File: src/fel_pkg.sv
// Shared types and constants for the fault edge event logger.
`default_nettype none

package fel_pkg;

    localparam int LOG_DEPTH = 64;
    localparam int FAULT_W = 32;
    localparam int TIME_W = 32;
    localparam int BIT_W = 5;
    localparam int CMD_W = 2;
    localparam int IDX_W = 6;
    localparam int HELD_W = 7;

    localparam int PTR_W = (LOG_DEPTH > 1) ? $clog2(LOG_DEPTH) : 1;
    localparam int CNT_W = $clog2(LOG_DEPTH + 1);
    localparam int SUM_W = PTR_W + 1;
    localparam int CMP_W = (CNT_W > IDX_W) ? CNT_W : IDX_W;
    localparam int HELD_MAX = (LOG_DEPTH > 127) ? 127 : LOG_DEPTH;

    localparam int QUEUE_DEPTH = 2;
    localparam int QPTR_W = $clog2(QUEUE_DEPTH);
    localparam int QFILL_W = $clog2(QUEUE_DEPTH + 1);

    localparam logic [CMD_W-1:0] CMD_SAMPLE = 2'd0;
    localparam logic [CMD_W-1:0] CMD_READ = 2'd1;
    localparam logic [CMD_W-1:0] CMD_CLEAR = 2'd2;

    typedef enum logic [1:0] {
        OP_SAMPLE,
        OP_READ,
        OP_CLEAR,
        OP_NONE
    } op_t;

    typedef enum logic [1:0] {
        ST_IDLE,
        ST_SCAN,
        ST_EMIT
    } back_state_t;

    typedef struct packed {
        op_t               op;
        logic [FAULT_W-1:0] fault_bits;
        logic [TIME_W-1:0]  now_ms;
        logic [IDX_W-1:0]   read_index;
    } item_t;

    typedef struct packed {
        logic [TIME_W-1:0] stamp;
        logic [BIT_W-1:0]  bitnum;
    } entry_t;

endpackage

`default_nettype wire

File: src/fel_front.sv
// Input stage: accepts beats, decodes the command and holds them in a short queue.
`default_nettype none

module fel_front (
    input  wire logic                          clk,
    input  wire logic                          rst_n,
    input  wire logic                          in_valid,
    output logic                               in_stall,
    input  wire logic [fel_pkg::CMD_W-1:0]     cmd,
    input  wire logic [fel_pkg::FAULT_W-1:0]   fault_bits,
    input  wire logic [fel_pkg::TIME_W-1:0]    now_ms,
    input  wire logic [fel_pkg::IDX_W-1:0]     read_index,
    output logic                               q_valid,
    output fel_pkg::item_t                     q_item,
    input  wire logic                          q_pop
);
    import fel_pkg::*;

    item_t              q_mem [QUEUE_DEPTH];
    logic [QPTR_W-1:0]  wr_ptr_reg;
    logic [QPTR_W-1:0]  wr_ptr_next;
    logic [QPTR_W-1:0]  rd_ptr_reg;
    logic [QPTR_W-1:0]  rd_ptr_next;
    logic [QFILL_W-1:0] fill_reg;
    logic [QFILL_W-1:0] fill_next;
    logic               push;
    logic               pop;
    item_t              new_item;

    always_comb
    begin
        new_item.fault_bits = fault_bits;
        new_item.now_ms = now_ms;
        new_item.read_index = read_index;
        case (cmd)
            CMD_SAMPLE: new_item.op = OP_SAMPLE;
            CMD_READ:   new_item.op = OP_READ;
            CMD_CLEAR:  new_item.op = OP_CLEAR;
            default:    new_item.op = OP_NONE;
        endcase
    end

    assign in_stall = (fill_reg == QFILL_W'(QUEUE_DEPTH));
    assign q_valid = (fill_reg != '0);
    assign q_item = q_mem[rd_ptr_reg];
    assign push = in_valid && !in_stall;
    assign pop = q_pop && q_valid;

    always_comb
    begin
        wr_ptr_next = wr_ptr_reg;
        rd_ptr_next = rd_ptr_reg;
        fill_next = fill_reg;
        if (push)
        begin
            wr_ptr_next = (wr_ptr_reg == QPTR_W'(QUEUE_DEPTH - 1)) ? '0 : wr_ptr_reg + 1'b1;
        end
        if (pop)
        begin
            rd_ptr_next = (rd_ptr_reg == QPTR_W'(QUEUE_DEPTH - 1)) ? '0 : rd_ptr_reg + 1'b1;
        end
        if (push && !pop)
        begin
            fill_next = fill_reg + 1'b1;
        end
        else if (pop && !push)
        begin
            fill_next = fill_reg - 1'b1;
        end
    end

    always_ff @(posedge clk or negedge rst_n)
    begin
        if (!rst_n)
        begin
            wr_ptr_reg <= '0;
            rd_ptr_reg <= '0;
            fill_reg <= '0;
        end
        else
        begin
            wr_ptr_reg <= wr_ptr_next;
            rd_ptr_reg <= rd_ptr_next;
            fill_reg <= fill_next;
        end
    end

    always_ff @(posedge clk)
    begin
        if (push)
        begin
            q_mem[wr_ptr_reg] <= new_item;
        end
    end

endmodule

`default_nettype wire

File: src/fel_back.sv
// Execution stage: edge scan, ring log memory, read lookup and the result register.
`default_nettype none

module fel_back (
    input  wire logic                          clk,
    input  wire logic                          rst_n,
    input  wire logic                          q_valid,
    input  wire fel_pkg::item_t                q_item,
    output logic                               q_pop,
    output logic                               out_valid,
    input  wire logic                          out_stall,
    output logic                               ok,
    output logic [fel_pkg::TIME_W-1:0]         entry_time,
    output logic [fel_pkg::BIT_W-1:0]          entry_bit,
    output logic [fel_pkg::HELD_W-1:0]         entries_held
);
    import fel_pkg::*;

    entry_t             log_mem [LOG_DEPTH];
    entry_t             rd_data_reg;

    back_state_t        state_reg;
    back_state_t        state_next;
    logic [FAULT_W-1:0] risen_reg;
    logic [FAULT_W-1:0] risen_next;
    logic [TIME_W-1:0]  stamp_reg;
    logic [TIME_W-1:0]  stamp_next;
    logic [BIT_W-1:0]   bit_reg;
    logic [BIT_W-1:0]   bit_next;
    logic [FAULT_W-1:0] prev_reg;
    logic [FAULT_W-1:0] prev_next;
    logic [PTR_W-1:0]   wp_reg;
    logic [PTR_W-1:0]   wp_next;
    logic [CNT_W-1:0]   count_reg;
    logic [CNT_W-1:0]   count_next;
    logic               ok_pend_reg;
    logic               ok_pend_next;
    logic               use_mem_reg;
    logic               use_mem_next;

    logic               out_valid_reg;
    logic               out_valid_next;
    logic               ok_reg;
    logic [TIME_W-1:0]  time_reg;
    logic [BIT_W-1:0]   bit_out_reg;
    logic [HELD_W-1:0]  held_reg;

    logic               out_load;
    logic               wr_en;
    logic               rd_en;
    logic [PTR_W-1:0]   rd_addr;
    logic [PTR_W-1:0]   start;
    logic [SUM_W-1:0]   slot_sum;
    logic               full;

    assign full = (count_reg == CNT_W'(LOG_DEPTH));
    assign start = full ? wp_reg : '0;
    assign slot_sum = {1'b0, start} + {1'b0, PTR_W'(q_item.read_index)};
    assign rd_addr = (slot_sum >= SUM_W'(LOG_DEPTH))
        ? PTR_W'(slot_sum - SUM_W'(LOG_DEPTH)) : PTR_W'(slot_sum);

    always_comb
    begin
        state_next = state_reg;
        risen_next = risen_reg;
        stamp_next = stamp_reg;
        bit_next = bit_reg;
        prev_next = prev_reg;
        wp_next = wp_reg;
        count_next = count_reg;
        ok_pend_next = ok_pend_reg;
        use_mem_next = use_mem_reg;
        q_pop = 1'b0;
        wr_en = 1'b0;
        rd_en = 1'b0;
        out_load = 1'b0;
        case (state_reg)
            ST_IDLE:
            begin
                if (q_valid)
                begin
                    q_pop = 1'b1;
                    use_mem_next = 1'b0;
                    case (q_item.op)
                        OP_SAMPLE:
                        begin
                            risen_next = q_item.fault_bits & ~prev_reg;
                            prev_next = q_item.fault_bits;
                            stamp_next = q_item.now_ms;
                            bit_next = '0;
                            ok_pend_next = 1'b1;
                            state_next = ST_SCAN;
                        end
                        OP_READ:
                        begin
                            ok_pend_next = CMP_W'(q_item.read_index) < CMP_W'(count_reg);
                            rd_en = 1'b1;
                            use_mem_next = 1'b1;
                            state_next = ST_EMIT;
                        end
                        OP_CLEAR:
                        begin
                            wp_next = '0;
                            count_next = '0;
                            prev_next = '0;
                            ok_pend_next = 1'b1;
                            state_next = ST_EMIT;
                        end
                        default:
                        begin
                            ok_pend_next = 1'b0;
                            state_next = ST_EMIT;
                        end
                    endcase
                end
            end
            ST_SCAN:
            begin
                if (risen_reg == '0)
                begin
                    state_next = ST_EMIT;
                end
                else
                begin
                    if (risen_reg[0])
                    begin
                        wr_en = 1'b1;
                        wp_next = (wp_reg == PTR_W'(LOG_DEPTH - 1)) ? '0 : wp_reg + 1'b1;
                        if (!full)
                        begin
                            count_next = count_reg + 1'b1;
                        end
                    end
                    risen_next = risen_reg >> 1;
                    bit_next = bit_reg + 1'b1;
                end
            end
            ST_EMIT:
            begin
                if (!out_valid_reg || !out_stall)
                begin
                    out_load = 1'b1;
                    state_next = ST_IDLE;
                end
            end
            default:
            begin
                state_next = ST_IDLE;
            end
        endcase
    end

    always_comb
    begin
        out_valid_next = out_valid_reg;
        if (out_load)
        begin
            out_valid_next = 1'b1;
        end
        else if (!out_stall)
        begin
            out_valid_next = 1'b0;
        end
    end

    always_ff @(posedge clk or negedge rst_n)
    begin
        if (!rst_n)
        begin
            state_reg <= ST_IDLE;
            prev_reg <= '0;
            wp_reg <= '0;
            count_reg <= '0;
            out_valid_reg <= 1'b0;
        end
        else
        begin
            state_reg <= state_next;
            prev_reg <= prev_next;
            wp_reg <= wp_next;
            count_reg <= count_next;
            out_valid_reg <= out_valid_next;
        end
    end

    always_ff @(posedge clk)
    begin
        risen_reg <= risen_next;
        stamp_reg <= stamp_next;
        bit_reg <= bit_next;
        ok_pend_reg <= ok_pend_next;
        use_mem_reg <= use_mem_next;
        if (out_load)
        begin
            ok_reg <= ok_pend_reg;
            time_reg <= (use_mem_reg && ok_pend_reg) ? rd_data_reg.stamp : '0;
            bit_out_reg <= (use_mem_reg && ok_pend_reg) ? rd_data_reg.bitnum : '0;
            held_reg <= HELD_W'(count_reg);
        end
    end

    always_ff @(posedge clk)
    begin
        if (wr_en)
        begin
            log_mem[wp_reg] <= '{stamp: stamp_reg, bitnum: bit_reg};
        end
    end

    always_ff @(posedge clk)
    begin
        if (rd_en)
        begin
            rd_data_reg <= log_mem[rd_addr];
        end
    end

    assign out_valid = out_valid_reg;
    assign ok = ok_reg;
    assign entry_time = time_reg;
    assign entry_bit = bit_out_reg;
    assign entries_held = held_reg;

endmodule

`default_nettype wire

File: src/fault_edge_event_logger_core.sv
// Top level of the fault edge event logger.
//
// Each input beat carries a command: sample the fault word, read one log entry
// by oldest-first index, or clear the log. Every input beat yields exactly one
// output beat with ok, entry_time, entry_bit and the entry count after the command.
// Both channels use valid and stall; a beat moves when valid is high and stall low.
// A two-beat queue sits between the decode stage and the execution stage, so
// input beats are taken while the execution stage is busy or the output is stalled.
// A sample scans the newly risen bits from bit 0 up to the highest one and stops once
// none is left; the scan steps one bit per cycle, writes each new entry into the
// single-port log memory and sets the sustained rate.
// Reset clears the pointers, the count, the previous fault word and both handshakes;
// the log memory itself is not cleared, since only written entries are reachable.
// While out_stall is high the output beat holds, and once the queue fills in_stall rises.
`default_nettype none

module fault_edge_event_logger_core (
    input  wire logic                          clk,
    input  wire logic                          rst_n,
    input  wire logic                          in_valid,
    output logic                               in_stall,
    input  wire logic [fel_pkg::CMD_W-1:0]     cmd,
    input  wire logic [fel_pkg::FAULT_W-1:0]   fault_bits,
    input  wire logic [fel_pkg::TIME_W-1:0]    now_ms,
    input  wire logic [fel_pkg::IDX_W-1:0]     read_index,
    output logic                               out_valid,
    input  wire logic                          out_stall,
    output logic                               ok,
    output logic [fel_pkg::TIME_W-1:0]         entry_time,
    output logic [fel_pkg::BIT_W-1:0]          entry_bit,
    output logic [fel_pkg::HELD_W-1:0]         entries_held
);
    import fel_pkg::*;

    logic  q_valid;
    logic  q_pop;
    item_t q_item;

    fel_front u_front (
        .clk        (clk),
        .rst_n      (rst_n),
        .in_valid   (in_valid),
        .in_stall   (in_stall),
        .cmd        (cmd),
        .fault_bits (fault_bits),
        .now_ms     (now_ms),
        .read_index (read_index),
        .q_valid    (q_valid),
        .q_item     (q_item),
        .q_pop      (q_pop)
    );

    fel_back u_back (
        .clk          (clk),
        .rst_n        (rst_n),
        .q_valid      (q_valid),
        .q_item       (q_item),
        .q_pop        (q_pop),
        .out_valid    (out_valid),
        .out_stall    (out_stall),
        .ok           (ok),
        .entry_time   (entry_time),
        .entry_bit    (entry_bit),
        .entries_held (entries_held)
    );

endmodule

`default_nettype wire

File: config.mk
export PLATFORM = sky130hd
export DESIGN_NAME = fault_edge_event_logger_core
export DESIGN_NICKNAME = d
export VERILOG_FILES = /design/src/fel_pkg.sv /design/src/fel_front.sv /design/src/fel_back.sv /design/src/fault_edge_event_logger_core.sv
export SDC_FILE = /design/constraint.sdc
export NUM_CORES = 2
export LEC_CHECK = 0
export BUFFER_PORTS_ARGS = -buffer_cell sky130_fd_sc_hd__buf_2
export CELL_PAD_IN_SITES_DETAIL_PLACEMENT = 0
export CELL_PAD_IN_SITES_GLOBAL_PLACEMENT = 1
export CORE_ASPECT_RATIO = 2
export CORE_MARGIN = 10
export CORE_UTILIZATION = 30
export CTS_CLUSTER_DIAMETER = 200
export CTS_CLUSTER_SIZE = 20
export DETAILED_ROUTE_END_ITERATION = 10
export PLACE_DENSITY_LB_ADDON = 0.1
export SYNTH_ARGS = -nofsm -noshare
export SYNTH_HDL_FRONTEND = slang
export SYNTH_SLANG_ARGS = --single-unit
File: constraint.sdc
create_clock -name clk -period 4.2 [get_ports clk]
set_input_delay 0.84 -clock clk [delete_from_list [all_inputs] [get_ports clk]]
set_output_delay 0.84 -clock clk [all_outputs]
set_load 0.01 [all_outputs]
==> flow_summary.json <==
{
  "dpl-instance-area_um2": 117000,
  "die-area_um2": 374000,
  "ys_top_cells_by_area": "edfxtp_1 77%, mux4_2 13%, mux2i_1 1.4%, nand2_1 1.3%, dfrtp_1 1.2%",
  "clockBufferDepth": 4,
  "avgSynthCellArea_um2": 21.1,
  "drt_wl_total_mm": 339,
  "nNetsFinal": 5803,
  "register_area_um2": 81300,
  "port_buffers": 122,
  "start_util": 0.301,
  "yosysWarningCount": 0,
  "grt_usage": 0.178,
  "cp-start-kind": "flip-flop",
  "grt_pass1_wl_mm": 468,
  "maxSlewViolCount": 0,
  "endpoint_kind": "flip-flop",
  "gp_congestion": 0.747,
  "setup_viol": 37,
  "cts.clk_slew.worst_paths_ps": 100,
  "slowest_delay_ps": 780,
  "r2r-end": "u_back.rd_data_reg[15]",
  "h-tree-depth": 4,
  "critPathRequiredTime_ps": 4850,
  "cts_tree": "built",
  "crit_buf_inv": 7,
  "rows": 306,
  "drtIter0Drc": 3803,
  "fmax_mhz": 218,
  "rrSetupSlack_ps": -390,
  "max_cap_viol_count": 0,
  "worst-path-max-fanout": 6,
  "overflow": 0,
  "cp_cell_sequence": "nor4b_2 > buf_4 > and3_4 > and2_4 > ha_4 > inv_2 > fa_4 > buf_4 > buf_12 > bufbuf_16 > buf_4 > mux4_2 > and2_1 > a2111oi_4 > a31oi_2 > mux2i_1 > buf_4 > mux2i_1",
  "die_w_um": 437,
  "largest_register_ff_count": 2368,
  "drive_above_1_share": 0.351,
  "crit_top_cell": "buf_4",
  "multi_input_area_um2": 24800,
  "place_ws_ps": -1700,
  "fin_worst_skew_ps": 72.8,
  "p_per_area_nw_per_um2": 639,
  "dr.pass1.iters": 5,
  "synth_seq_area_share": 0.778,
  "violations": "setup timing",
  "numClockSinks": 2717,
  "min_path_type": "in -> async",
  "antenna_found_initial": 17,
  "clk_latency_ps": 910,
  "grt_pass1_vias": 56300,
  "postRouteAntennaNets": 0,
  "path_depth": 18,
  "synthesis.nets": 5040,
  "core_area_um2": 347000,
  "period_share": 1.09,
  "grt_setup_unrepaired": "yes",
  "nFillCells": 32200,
  "synth_cells": 4948,
  "grt_max_degree": 73,
  "cts_buffers": 161,
  "synth_edf_count": 2665,
  "final_hold_viol_count": 0,
  "arrival_ps": 5240,
  "period_needed_ps": 4590,
  "p_leak_uw": 0.0396,
  "worstReg2RegStart": "u_back.count_reg[4]",
  "via_per_inst": 4.98,
  "outcome": "complete, but fails checks",
  "ys_types": 52,
  "slew_headroom": 0.0973,
  "hpwl_mm": 205,
  "ios": 123,
  "reg2regPathDepth": 18,
  "crit_family": "buffers and inverters",
  "synthFlopType": "edfxtp_1",
  "synth_area_um2": 105000,
  "final_area_um2": 125000,
  "synth_top_area_share": 0.765,
  "synthArstFlopShare": 0.0191,
  "drc": 0,
  "vias": 51700,
  "max_slew.worst_pin.slew_ps": 1350,
  "die-height_um": 855,
  "areaGrowthSynthToFinish_pct": 20.0,
  "wl_per_cell_um": 32.6,
  "finalWorstSetupSlack_ps": -388,
  "crit_type": "reg -> reg",
  "synth-seq-cells": 2717,
  "cts_root_buffer": "clkbuf_16",
  "synth_area_leader_cell": "edfxtp_1",
  "peakVddDrop_v": 0.000544,
  "utilization": 0.361,
  "crit_slowest_cell": "fa_4"
}
## synth_stat cells (39+ instances only)
cell type and count:
edfxtp_1 2665, mux4_2 592, nand2_1 376, clkbuf_1 164, mux2i_1 151, a31oi_1 146
a2111oi_0 145, and2_1 117, nor2_1 84, buf_2 71, o31ai_1 66, dfrtp_1 52
buf_1 46, and3_1 40, mux2_2 39
## worst max-delay path by stage
stage / startpoint / to / slack [ps]
after CTS: u_back.count_reg[4] / u_back.rd_data_reg[5] / -380
after global routing: u_back.count_reg[4] / u_back.rd_data_reg[15] / -490
after global placement: u_back.count_reg[5] / u_back.rd_data_reg[5] / -1720
after floorplan: u_front.rd_ptr_reg / u_back.rd_data_reg[0] / 150
after detailed placement: u_back.count_reg[5] / u_back.rd_data_reg[5] / -1700
final: u_back.count_reg[4] / u_back.rd_data_reg[15] / -390
## cells by family (layout without fill, tap and decap cells)
logic type / Yosys count / in the layout / synth area share
AO/OA/AOI/OAI: 401 / 401 / 0.0283
XOR/XNOR: 12 / 12 / 0.00115
adder cells (fa/ha/maj): 16 / 16 / 0.00199
buffers and inverters: 320 / 1122 / 0.0138
flip-flops: 2717 / 2717 / 0.778
multiplexers: 782 / 782 / 0.146
other: 0 / 4 / 0
AND/OR/NAND/NOR: 700 / 700 / 0.0308
## where the power goes
part / total, uW / internal, uW / switching, uW
Clock: 16100 / 7140 / 8990
Combinational: 30600 / 13800 / 16800
Sequential: 33400 / 32800 / 664
## cell usage in the layout (no fill, tap or decap), types with 95 or more instances in the layout
cell type	netlist	routed
edfxtp_1	2665	2665
mux2i_1	151	128
mux4_2	592	592
and2_1	117	95
clkbuf_16	0	168
buf_2	71	122
nand2_1	376	374
a31oi_1	146	120
buf_4	9	560
buf_12	0	158
## layer usage
layer  track usage  part of all wire  vias up
li1              -                 -    21900
met1         0.202              0.37    28500
met2         0.349              0.56      932
met3        0.0155             0.028      327
met4        0.0496             0.033        0
met5             0                 0        -
## timing repair
action | CTS | global route
pin swaps | 43 | 44
endpoints found under the setup margin | 37 | 37
endpoints found under the hold margin | 0 | 0
hold buffers | 0 | 0
gates cloned | 13 | 3
buffers inserted | 73 | 32
resized for setup | 434 | 159
## stage by stage
stage | cells | power (uW) | hold WS [ps] | setup TNS, ps
floorplan | 4948 | 46800 | 449 | 0
global placement | 10100 | 61100 | 459 | -31960
detailed placement | 10100 | 61100 | 466 | -30750
CTS | 10300 | 80600 | 35.5 | -11390
global route | 10400 | 83600 | 72.4 | -14530
finish | 10400 | 80200 | 77.2 | -10090
## layout make-up
class                           instances  area share
Tap cell                             4620      0.0461
Clock buffer                          198      0.0339
Antenna cell                            4   0.0000798
Multi-Input combinational cell       1911       0.198
Timing Repair Buffer                  906      0.0731
Inverter                               14    0.000419
Clock inverter                          4    0.000249
Sequential cell                      2717       0.648
Note: power is estimated with default switching activity, not from simulation.
